File: config.mk
export PLATFORM = sky130hd
export DESIGN_NAME = line_follow_steering
export DESIGN_NICKNAME = d
export VERILOG_FILES = /design/src/design/lfs_pkg.sv /design/src/design/lfs_scan.sv /design/src/design/lfs_divmul.sv /design/src/design/lfs_drive.sv /design/src/design/line_follow_steering.sv
export SDC_FILE = /design/constraint.sdc
export NUM_CORES = 1
export LEC_CHECK = 0
export CAP_MARGIN = 10
export CORE_MARGIN = 4
export CORE_UTILIZATION = 35
export DETAILED_ROUTE_END_ITERATION = 7
export DONT_BUFFER_PORTS = 1
export PLACE_DENSITY = 0.54
export SYNTH_ARGS = -nofsm -noshare
export SYNTH_HDL_FRONTEND = slang
export SYNTH_SLANG_ARGS = --single-unit
File: constraint.sdc
create_clock -name clk -period 5.7 [get_ports clk]
set_input_delay 0.855 -clock clk [delete_from_list [all_inputs] [get_ports clk]]
set_output_delay 0.855 -clock clk [all_outputs]
set_load 0.01 [all_outputs]
File: src/design/lfs_pkg.sv
// Shared types, constants and weight table for the line follow steering block.
package lfs_pkg;

  localparam int SensorCount = 8;
  localparam int DigitBits = 2;
  localparam int DigitCount = SensorCount / DigitBits;
  localparam int QuotBits = 4;

  localparam logic [1:0] CfgCornerSteer = 2'd0;
  localparam logic [1:0] CfgSteerGain = 2'd1;
  localparam logic [1:0] CfgCruiseDrive = 2'd2;

  localparam logic [1:0] ModeLost = 2'd0;
  localparam logic [1:0] ModeTrack = 2'd1;
  localparam logic [1:0] ModeTurn = 2'd2;

  localparam logic signed [7:0] LostPosition = 8'sd127;
  localparam logic [2:0] TurnMinHits = 3'd3;
  localparam logic [2:0] TurnMaxOther = 3'd2;

  localparam logic [9:0] CornerSteerReset = 10'd0;
  localparam logic [11:0] SteerGainReset = 12'd256;
  localparam logic [14:0] CruiseDriveReset = 15'd0;

  typedef logic signed [5:0] weight_t;

  typedef struct packed {
    logic [2:0] left_hits;
    logic [2:0] right_hits;
    weight_t    weight_sum;
  } scan_t;

  typedef struct packed {
    logic [QuotBits-1:0] quot;
    logic [14:0]         prod;
  } quot_t;

  typedef struct packed {
    logic signed [7:0]  position;
    logic signed [19:0] steer;
    logic [1:0]         track_mode;
    logic               turn_side;
    logic signed [15:0] left_drive;
    logic signed [15:0] right_drive;
  } result_t;

  function automatic weight_t sensor_weight(input logic [2:0] idx);
    weight_t w;
    unique case (idx)
      3'd0: w = -6'sd8;
      3'd1: w = -6'sd6;
      3'd2: w = -6'sd4;
      3'd3: w = -6'sd1;
      3'd4: w = 6'sd1;
      3'd5: w = 6'sd4;
      3'd6: w = 6'sd6;
      3'd7: w = 6'sd8;
      default: w = 6'sd0;
    endcase
    return w;
  endfunction

endpackage

File: src/design/lfs_scan.sv
// Digit-serial scan: hit counts per half and weighted sum, two sensors per shift cycle.
module lfs_scan (
  input  logic          clk,
  input  logic          load,
  input  logic          shift,
  input  logic [7:0]    sensor_bits,
  output lfs_pkg::scan_t scan
);

  logic [7:0]      bits_r, bits_nxt;
  logic [1:0]      digit_r, digit_nxt;
  lfs_pkg::scan_t  acc_r, acc_nxt;
  logic [2:0]      new_hits;
  lfs_pkg::weight_t new_sum;
  lfs_pkg::weight_t w0, w1;

  always_comb begin
    bits_nxt  = bits_r;
    digit_nxt = digit_r;
    acc_nxt   = acc_r;
    w0 = bits_r[0] ? 6'sd0 : lfs_pkg::sensor_weight({digit_r, 1'b0});
    w1 = bits_r[1] ? 6'sd0 : lfs_pkg::sensor_weight({digit_r, 1'b1});
    new_sum  = w0 + w1;
    new_hits = {2'b00, ~bits_r[0]} + {2'b00, ~bits_r[1]};
    if (load) begin
      bits_nxt  = sensor_bits;
      digit_nxt = 2'd0;
      acc_nxt   = '0;
    end else if (shift) begin
      bits_nxt  = {2'b00, bits_r[7:2]};
      digit_nxt = digit_r + 2'd1;
      if (!digit_r[1]) begin
        acc_nxt.left_hits = acc_r.left_hits + new_hits;
      end else begin
        acc_nxt.right_hits = acc_r.right_hits + new_hits;
      end
      acc_nxt.weight_sum = acc_r.weight_sum + new_sum;
    end
  end

  always_ff @(posedge clk) begin
    bits_r  <= bits_nxt;
    digit_r <= digit_nxt;
    acc_r   <= acc_nxt;
  end

  assign scan = acc_r;

endmodule

File: src/design/lfs_divmul.sv
// Bit-serial restoring divide of the weight sum by the hit count, with the gain product built per quotient bit.
module lfs_divmul (
  input  logic           clk,
  input  logic           load,
  input  logic           step,
  input  lfs_pkg::scan_t scan,
  input  logic [11:0]    steer_gain,
  output lfs_pkg::quot_t res
);

  logic [2:0]  rem_r, rem_nxt;
  logic [3:0]  dvd_r, dvd_nxt;
  logic [lfs_pkg::QuotBits-1:0] quot_r, quot_nxt;
  logic [14:0] prod_r, prod_nxt;
  logic [5:0]  mag6;
  logic [3:0]  hits;
  logic [3:0]  trial;
  logic [3:0]  diff;
  logic        fits;

  always_comb begin
    mag6  = scan.weight_sum[5] ? 6'(-scan.weight_sum) : scan.weight_sum;
    hits  = {1'b0, scan.left_hits} + {1'b0, scan.right_hits};
    trial = {rem_r, dvd_r[3]};
    fits  = trial >= hits;
    diff  = trial - hits;
    rem_nxt  = rem_r;
    dvd_nxt  = dvd_r;
    quot_nxt = quot_r;
    prod_nxt = prod_r;
    if (load) begin
      rem_nxt  = {2'b00, mag6[4]};
      dvd_nxt  = mag6[3:0];
      quot_nxt = '0;
      prod_nxt = '0;
    end else if (step) begin
      rem_nxt  = fits ? diff[2:0] : trial[2:0];
      dvd_nxt  = {dvd_r[2:0], 1'b0};
      quot_nxt = {quot_r[lfs_pkg::QuotBits-2:0], fits};
      prod_nxt = {prod_r[13:0], 1'b0} + (fits ? {3'b000, steer_gain} : 15'd0);
    end
  end

  always_ff @(posedge clk) begin
    rem_r  <= rem_nxt;
    dvd_r  <= dvd_nxt;
    quot_r <= quot_nxt;
    prod_r <= prod_nxt;
  end

  assign res.quot = quot_r;
  assign res.prod = prod_r;

endmodule

File: src/design/lfs_drive.sv
// Mode decision, steer selection and saturated drive values for one result word.
module lfs_drive (
  input  lfs_pkg::scan_t     scan,
  input  lfs_pkg::quot_t     dv,
  input  logic [9:0]         corner_steer,
  input  logic [14:0]        cruise_drive,
  input  logic signed [19:0] held_steer,
  input  logic               held_turn_side,
  input  logic signed [7:0]  held_position,
  output lfs_pkg::result_t   res
);

  function automatic logic signed [15:0] drive_value(input logic signed [24:0] s);
    logic signed [24:0] adj;
    logic signed [16:0] q;
    logic signed [15:0] d;
    adj = s[24] ? s + 25'sd255 : s;
    q   = adj[24:8];
    if (q > 17'sd32767) begin
      d = 16'sh7FFF;
    end else if (q < -17'sd32768) begin
      d = 16'sh8000;
    end else begin
      d = q[15:0];
    end
    return d;
  endfunction

  logic               hits_any;
  logic               turn_right;
  logic               turn_left;
  logic               sum_neg;
  logic signed [19:0] turn_mag;
  logic signed [7:0]  track_pos;
  logic signed [19:0] track_steer;
  logic signed [24:0] base_scaled;
  logic signed [24:0] steer_ext;

  always_comb begin
    hits_any   = (scan.left_hits != 3'd0) || (scan.right_hits != 3'd0);
    turn_right = (scan.right_hits >= lfs_pkg::TurnMinHits) &&
                 (scan.left_hits <= lfs_pkg::TurnMaxOther);
    turn_left  = (scan.left_hits >= lfs_pkg::TurnMinHits) &&
                 (scan.right_hits <= lfs_pkg::TurnMaxOther);
    sum_neg    = scan.weight_sum[5];
    turn_mag   = {2'b00, corner_steer, 8'h00};
    track_pos  = sum_neg ? -{4'b0000, dv.quot} : {4'b0000, dv.quot};
    track_steer = sum_neg ? -{5'b00000, dv.prod} : {5'b00000, dv.prod};

    priority if (turn_right) begin
      res.position   = held_position;
      res.steer      = turn_mag;
      res.track_mode = lfs_pkg::ModeTurn;
      res.turn_side  = 1'b1;
    end else if (turn_left) begin
      res.position   = held_position;
      res.steer      = -turn_mag;
      res.track_mode = lfs_pkg::ModeTurn;
      res.turn_side  = 1'b0;
    end else if (hits_any) begin
      res.position   = track_pos;
      res.steer      = track_steer;
      res.track_mode = lfs_pkg::ModeTrack;
      res.turn_side  = !sum_neg && (dv.quot != '0);
    end else begin
      res.position   = lfs_pkg::LostPosition;
      res.steer      = held_steer;
      res.track_mode = lfs_pkg::ModeLost;
      res.turn_side  = held_turn_side;
    end

    base_scaled     = {2'b00, cruise_drive, 8'h00};
    steer_ext       = {{5{res.steer[19]}}, res.steer};
    res.left_drive  = drive_value(base_scaled - steer_ext);
    res.right_drive = drive_value(base_scaled + steer_ext);
  end

endmodule

File: src/design/line_follow_steering.sv
// Top level of the line follow steering block: control sequencer, registers and output stage.
//
// Input stream: one 8-bit sensor snapshot per word on in_tdata, bit i is sensor i
// from the left, 0 means the sensor sees the line. Output stream: one result word
// per input word, carrying position, steer, turn side and both drive values in
// out_tdata and the tracking mode (lost, tracking, turn) in out_tuser.
// The block works on one word at a time: it scans the snapshot two sensors per cycle,
// loads the divider, runs the bit-serial divide that forms one quotient bit and one
// gain partial product per cycle, then selects the mode and writes the output register.
// A new word is accepted only once the last one is written to the output register.
// The output register holds a finished word while the receiver stalls; the next
// input word is accepted and processed meanwhile, and only the final cycle waits
// for the register to free up.
// Reset (rst_n low, synchronous) empties the pipeline, clears the held steer,
// turn side and position, and sets corner steer 0, steer gain 256 (1.0), cruise 0.
// Configuration writes (cfg_wr_en/cfg_index/cfg_wdata) only while idle: user duty, unchecked.
module line_follow_steering (
  input  logic        clk,
  input  logic        rst_n,
  input  logic        cfg_wr_en,
  input  logic [1:0]  cfg_index,
  input  logic [14:0] cfg_wdata,
  input  logic        in_tvalid,
  output logic        in_tready,
  input  logic [7:0]  in_tdata,   // [7:0] sensor_bits
  output logic        out_tvalid,
  input  logic        out_tready,
  // [7:0] position, [26:8] steer, [27] turn_side, [43:28] left_drive,
  // [59:44] right_drive, [63:60] zero
  output logic [63:0] out_tdata,
  output logic [1:0]  out_tuser   // [1:0] track_mode
);

  localparam logic [2:0] StIdle = 3'd0;
  localparam logic [2:0] StScan = 3'd1;
  localparam logic [2:0] StLoad = 3'd2;
  localparam logic [2:0] StDiv  = 3'd3;
  localparam logic [2:0] StFin  = 3'd4;

  localparam logic [1:0] ScanLast = 2'(lfs_pkg::DigitCount - 1);
  localparam logic [1:0] DivLast  = 2'(lfs_pkg::QuotBits - 1);

  logic [2:0]  state_r, state_nxt;
  logic [1:0]  cnt_r, cnt_nxt;

  logic [9:0]  corner_steer_r, corner_steer_nxt;
  logic [11:0] steer_gain_r, steer_gain_nxt;
  logic [14:0] cruise_drive_r, cruise_drive_nxt;

  logic signed [19:0] held_steer_r, held_steer_nxt;
  logic               held_turn_side_r, held_turn_side_nxt;
  logic signed [7:0]  held_position_r, held_position_nxt;

  logic        out_valid_r, out_valid_nxt;
  logic [63:0] out_data_r, out_data_nxt;
  logic [1:0]  out_user_r, out_user_nxt;

  logic in_accept;
  logic out_free;
  logic fin_go;

  lfs_pkg::scan_t   scan;
  lfs_pkg::quot_t   dv;
  lfs_pkg::result_t res;

  assign in_tready = (state_r == StIdle);
  assign in_accept = in_tvalid && in_tready;
  assign out_free  = !out_valid_r || out_tready;
  assign fin_go    = (state_r == StFin) && out_free;

  lfs_scan u_scan (
    .clk         (clk),
    .load        (in_accept),
    .shift       (state_r == StScan),
    .sensor_bits (in_tdata),
    .scan        (scan)
  );

  lfs_divmul u_divmul (
    .clk        (clk),
    .load       (state_r == StLoad),
    .step       (state_r == StDiv),
    .scan       (scan),
    .steer_gain (steer_gain_r),
    .res        (dv)
  );

  lfs_drive u_drive (
    .scan           (scan),
    .dv             (dv),
    .corner_steer   (corner_steer_r),
    .cruise_drive   (cruise_drive_r),
    .held_steer     (held_steer_r),
    .held_turn_side (held_turn_side_r),
    .held_position  (held_position_r),
    .res            (res)
  );

  always_comb begin
    state_nxt = state_r;
    cnt_nxt   = cnt_r + 2'd1;
    unique case (state_r)
      StIdle: begin
        cnt_nxt = 2'd0;
        if (in_accept) begin
          state_nxt = StScan;
        end
      end
      StScan: begin
        if (cnt_r == ScanLast) begin
          state_nxt = StLoad;
        end
      end
      StLoad: begin
        cnt_nxt   = 2'd0;
        state_nxt = StDiv;
      end
      StDiv: begin
        if (cnt_r == DivLast) begin
          state_nxt = StFin;
        end
      end
      StFin: begin
        cnt_nxt = 2'd0;
        if (out_free) begin
          state_nxt = StIdle;
        end
      end
      default: begin
        cnt_nxt   = 2'd0;
        state_nxt = StIdle;
      end
    endcase
  end

  always_comb begin
    corner_steer_nxt = corner_steer_r;
    steer_gain_nxt   = steer_gain_r;
    cruise_drive_nxt = cruise_drive_r;
    if (cfg_wr_en) begin
      unique case (cfg_index)
        lfs_pkg::CfgCornerSteer: corner_steer_nxt = cfg_wdata[9:0];
        lfs_pkg::CfgSteerGain:   steer_gain_nxt   = cfg_wdata[11:0];
        lfs_pkg::CfgCruiseDrive: cruise_drive_nxt = cfg_wdata;
        default: ;
      endcase
    end
  end

  always_comb begin
    held_steer_nxt     = held_steer_r;
    held_turn_side_nxt = held_turn_side_r;
    held_position_nxt  = held_position_r;
    out_data_nxt       = out_data_r;
    out_user_nxt       = out_user_r;
    out_valid_nxt      = out_valid_r && !out_tready;
    if (fin_go) begin
      held_steer_nxt     = res.steer;
      held_turn_side_nxt = res.turn_side;
      held_position_nxt  = res.position;
      out_valid_nxt      = 1'b1;
      out_user_nxt       = res.track_mode;
      out_data_nxt       = {4'b0000, res.right_drive, res.left_drive, res.turn_side,
                            res.steer[18:0], res.position};
    end
  end

  always_ff @(posedge clk) begin
    if (!rst_n) begin
      state_r          <= StIdle;
      cnt_r            <= 2'd0;
      corner_steer_r   <= lfs_pkg::CornerSteerReset;
      steer_gain_r     <= lfs_pkg::SteerGainReset;
      cruise_drive_r   <= lfs_pkg::CruiseDriveReset;
      held_steer_r     <= '0;
      held_turn_side_r <= 1'b0;
      held_position_r  <= '0;
      out_valid_r      <= 1'b0;
    end else begin
      state_r          <= state_nxt;
      cnt_r            <= cnt_nxt;
      corner_steer_r   <= corner_steer_nxt;
      steer_gain_r     <= steer_gain_nxt;
      cruise_drive_r   <= cruise_drive_nxt;
      held_steer_r     <= held_steer_nxt;
      held_turn_side_r <= held_turn_side_nxt;
      held_position_r  <= held_position_nxt;
      out_valid_r      <= out_valid_nxt;
    end
  end

  always_ff @(posedge clk) begin
    out_data_r <= out_data_nxt;
    out_user_r <= out_user_nxt;
  end

  assign out_tvalid = out_valid_r;
  assign out_tdata  = out_data_r;
  assign out_tuser  = out_user_r;

endmodule

==> flow_metrics.env <==
export IMPL_worstMarginPinSlew_ps=1149
export IMPL_floorplan_die_area_mm2=0.03710
export IMPL_drt_first_iter_violations=653
export IMPL_routedWlPerCell_um=17.38
export IMPL_io_pin_count=98
export IMPL_yosys_top_cells_area="sky130_fd_sc_hd__edfxtp_1, sky130_fd_sc_hd__dfxtp_1, sky130_fd_sc_hd__ha_1, sky130_fd_sc_hd__a21oi_1, sky130_fd_sc_hd__nand2_1"
export IMPL_place_hpwl_um=25330
export IMPL_die_height_um=192.6
export IMPL_num_vias=10260
export IMPL_fp_row_count=67
export IMPL_drt_first_pass_iters=6
export IMPL_starting_density_of_the_core=0.3549
export IMPL_setup_worst_path_start_class="flip-flop"
export IMPL_critPathKind="reg2reg"
export IMPL_hold_viol=0
export IMPL_finalCriticalPeriod_ps=5477
export IMPL_cp_arrival_ps=5770
export IMPL_synth_edf_count=75
export IMPL_worstHoldPathType="reg2reg"
export IMPL_synthCells=1412
export IMPL_fp_dieW_um=192.6
export IMPL_postPlaceCellArea_mm2=0.01275
export IMPL_fmax_ghz=0.1826
export IMPL_first_global_vias=9357
export IMPL_port_buffers=0
export IMPL_antenna_found_initial=0
export IMPL_cts_tree="built"
export IMPL_diodes=0
export IMPL_route_final_wire_length_um=33230
export IMPL_placeableCoreArea_mm2=0.03362
export IMPL_flow_area_growth_from_synthesis_pct=15.12
export IMPL_synth_avg_cell_area_um2=8.449
export IMPL_mappedNetlistArea_mm2=0.01193
export IMPL_yosys_area_top_type_share=0.1888
export IMPL_clkSlewWorstSetupHoldPaths_ps=80
export IMPL_synth_distinct_cells=88
export IMPL_wire_length_of_the_first_global_routing_pass_um=52250
export IMPL_cts_hold_buf=0
export IMPL_weighted_congestion_reported_at_the_end_of_routability_driven_placement=0.9597
export IMPL_timing_critical_path_required_ps=5990
export IMPL_postSynth_asyncResetShare=0
export IMPL_finalCritPeriodShare=0.9608
export IMPL_skew_ps=16.48
export IMPL_vias_per_cell=5.367
export IMPL_cellLeakagePower_nw=5.293
export IMPL_most_frequent_standard_cell_in_the_layout_excluding_fill_and_tap_cells="sky130_fd_sc_hd__nand2_1"
export IMPL_end_kind="flip-flop"
export IMPL_layout_nets=1564
export IMPL_drive_above_1_share=0.1455
export IMPL_largest_net_degree_at_the_start_of_global_routing=73
export IMPL_p_per_area_mw_per_mm2=491.8
export IMPL_clk_root_buf="sky130_fd_sc_hd__clkbuf_16"
export IMPL_drc_errors=0
export IMPL_run_status="completed"
export IMPL_ctsLongestPathBuffers=2
export IMPL_dominantRegCellSynth="sky130_fd_sc_hd__dfxtp_1"
export IMPL_route_antenna_remaining_nets=0
export IMPL_synth_ff_latch_count=182
export IMPL_slew_margin_rel=0.2304
export IMPL_cts_num_sinks=182
export IMPL_synth_top_cell_by_area="sky130_fd_sc_hd__edfxtp_1"
export IMPL_cts_inserted_buffers=17
export IMPL_worst_ir_drop_vdd_v=0.0002337
export IMPL_gr_usage_all_layers=0.1774
export IMPL_synthesis_yosys_warnings=0
export IMPL_setup_viol=0
export IMPL_final_util=0.4086
export IMPL_report_final_slew_viol_count=0
export IMPL_cts_htree_levels=4
export IMPL_worst_path_max_fanout=7
export IMPL_drv_max_cap_violation_count=0
export IMPL_post_route_cell_area_mm2=0.01373
export IMPL_layout_common_cells="sky130_fd_sc_hd__nand2_1, sky130_fd_sc_hd__a21oi_1, sky130_fd_sc_hd__nor2_1, sky130_fd_sc_hd__dfxtp_1, sky130_fd_sc_hd__buf_4"
export IMPL_grt_overflow=0
export IMPL_clock_insertion_delay_worst_skew_ps=450
export IMPL_sequential_cell_area_fraction_in_the_yosys_report=0.3683
-- final timing paths --
| check | startpoint | endpoint | slack (ps) | cells after the start |
|---|---|---|---|---|
| worst max-delay path | u_divmul.prod_r[8]$_SDFFE_PP0P_ | out_tdata[49]$_SDFFCE_PN1P_ | 220 | 19 |
| worst min-delay path | cnt_r[0]$_SDFF_PN0_ | cnt_r[0]$_SDFF_PN0_ | 440 | 1 |
| worst max register to register | u_divmul.prod_r[8]$_SDFFE_PP0P_ | out_tdata[49]$_SDFFCE_PN1P_ | 220 | 19 |
| worst min register to register | cnt_r[0]$_SDFF_PN0_ | cnt_r[0]$_SDFF_PN0_ | 440 | 1 |
-- timing repair --
item / CTS / global route
buffers inserted: 0 / 12
setup endpoints to repair: 10 / 32
pin swaps: 0 / 17
gates resized for setup: 2 / 66
gates cloned: 0 / 2
-- cell usage after synthesis (all sizes together), types with 6 or more instances --
| library cell | count |
|---|---|
| nor2 | 122 |
| nor3 | 35 |
| and4 | 7 |
| o31ai | 22 |
| mux2 | 6 |
| inv | 83 |
| ha | 71 |
| or3 | 18 |
| nor4 | 13 |
| dfxtp | 107 |
| xor2 | 31 |
| a31oi | 11 |
| a21o | 19 |
| a21oi | 157 |
| nand3 | 21 |
| o21ai | 64 |
| clkbuf | 48 |
| or4 | 7 |
| edfxtp | 75 |
| nand4 | 9 |
| fa | 12 |
| a211o | 7 |
| o21bai | 7 |
| xnor2 | 48 |
| nand2 | 204 |
| mux2i | 18 |
| or2 | 12 |
| buf | 18 |
| nor2b | 28 |
| and3 | 12 |
| nand2b | 13 |
| a211oi | 18 |
| o211ai | 11 |
-- flip-flops by register name, indices dropped and copies added, names as in the netlist, 3 cells and up --
register	count
u_scan.scan	12
steer_gain_r	12
u_divmul.quot_r	4
corner_steer_r	10
u_divmul.prod_r	15
out_tdata	60
u_divmul.rem_r	3
held_steer_r	20
held_position_r	8
u_scan.bits_r	8
cruise_drive_r	15
state_r	3
u_divmul.dvd_r	4
-- cells by family (layout without fill, tap and decap cells) --
logic type,count (synthesis),count (layout),synth area share
AO/OA/AOI/OAI,369,369,0.1965
XOR/XNOR,79,79,0.05863
adder cells (fa/ha/maj),84,84,0.09544
buffers and inverters,152,200,0.05034
flip-flops,182,182,0.3683
multiplexers,24,24,0.02076
other,1,4,0.0003143
AND/OR/NAND/NOR,521,522,0.2096
-- report_power, final --
group	internal, mW	switching (mW)	total (mW)
sequential	1.55	0.0664	1.62
clock	0.628	0.536	1.16
combinational	1.65	2.32	3.97
total	3.83	2.92	6.75
-- stage by stage --
stage / power, mW / TNS [ps] / hold WS, ps / setup slack [ps] / std cells
final: 6.754 / 0 / 441.6 / 223.2 / 1912
after detailed placement: 5.245 / -152.2 / 431.7 / -56.84 / 1866
after global routing: 7.246 / -277.7 / 463.4 / -33.94 / 1912
after global placement: 5.222 / 0 / 425.7 / 75.83 / 1866
after floorplan: 4.220 / 0 / 403.6 / 12.56 / 1415
after CTS: 6.439 / 0 / 444.3 / 4.423 / 1898
-- critical path, stage by stage (launching register included) --
cell	delay [ps]
sky130_fd_sc_hd__dfxtp_2	370
sky130_fd_sc_hd__or4_4	550
sky130_fd_sc_hd__or4_1	450
sky130_fd_sc_hd__o311a_1	360
sky130_fd_sc_hd__a21o_1	210
sky130_fd_sc_hd__a221oi_2	270
sky130_fd_sc_hd__nor2_1	90
sky130_fd_sc_hd__a21oi_2	130
sky130_fd_sc_hd__inv_1	110
sky130_fd_sc_hd__ha_4	340
sky130_fd_sc_hd__clkinvlp_4	160
sky130_fd_sc_hd__a2111oi_1	460
sky130_fd_sc_hd__nor2_1	140
sky130_fd_sc_hd__o31ai_1	210
sky130_fd_sc_hd__a21oi_1	130
sky130_fd_sc_hd__o31ai_1	440
sky130_fd_sc_hd__xnor2_2	200
sky130_fd_sc_hd__xnor2_2	280
sky130_fd_sc_hd__nand2_1	230
sky130_fd_sc_hd__a21oi_1	190
-- routing by layer --
metal  global-route usage  share of wire  routed length (um)
met5                    0              0                   0
met1               0.2553           0.49               16300
met4              0.05211          0.017                 556
met3              0.03907          0.055                1838
met2               0.2666           0.44               14530
-- final cells by class --
class / count / area, um^2
clock inverter: 11 / 81.33
sequential: 182 / 4397
inverter: 86 / 327.8
tap: 448 / 560.5
multi-input combinational: 1082 / 7262
fill: 3357 / 19880
clock buffer: 21 / 493.0
timing repair buffer: 82 / 613.1
Note: power is estimated with default switching activity, not from simulation.
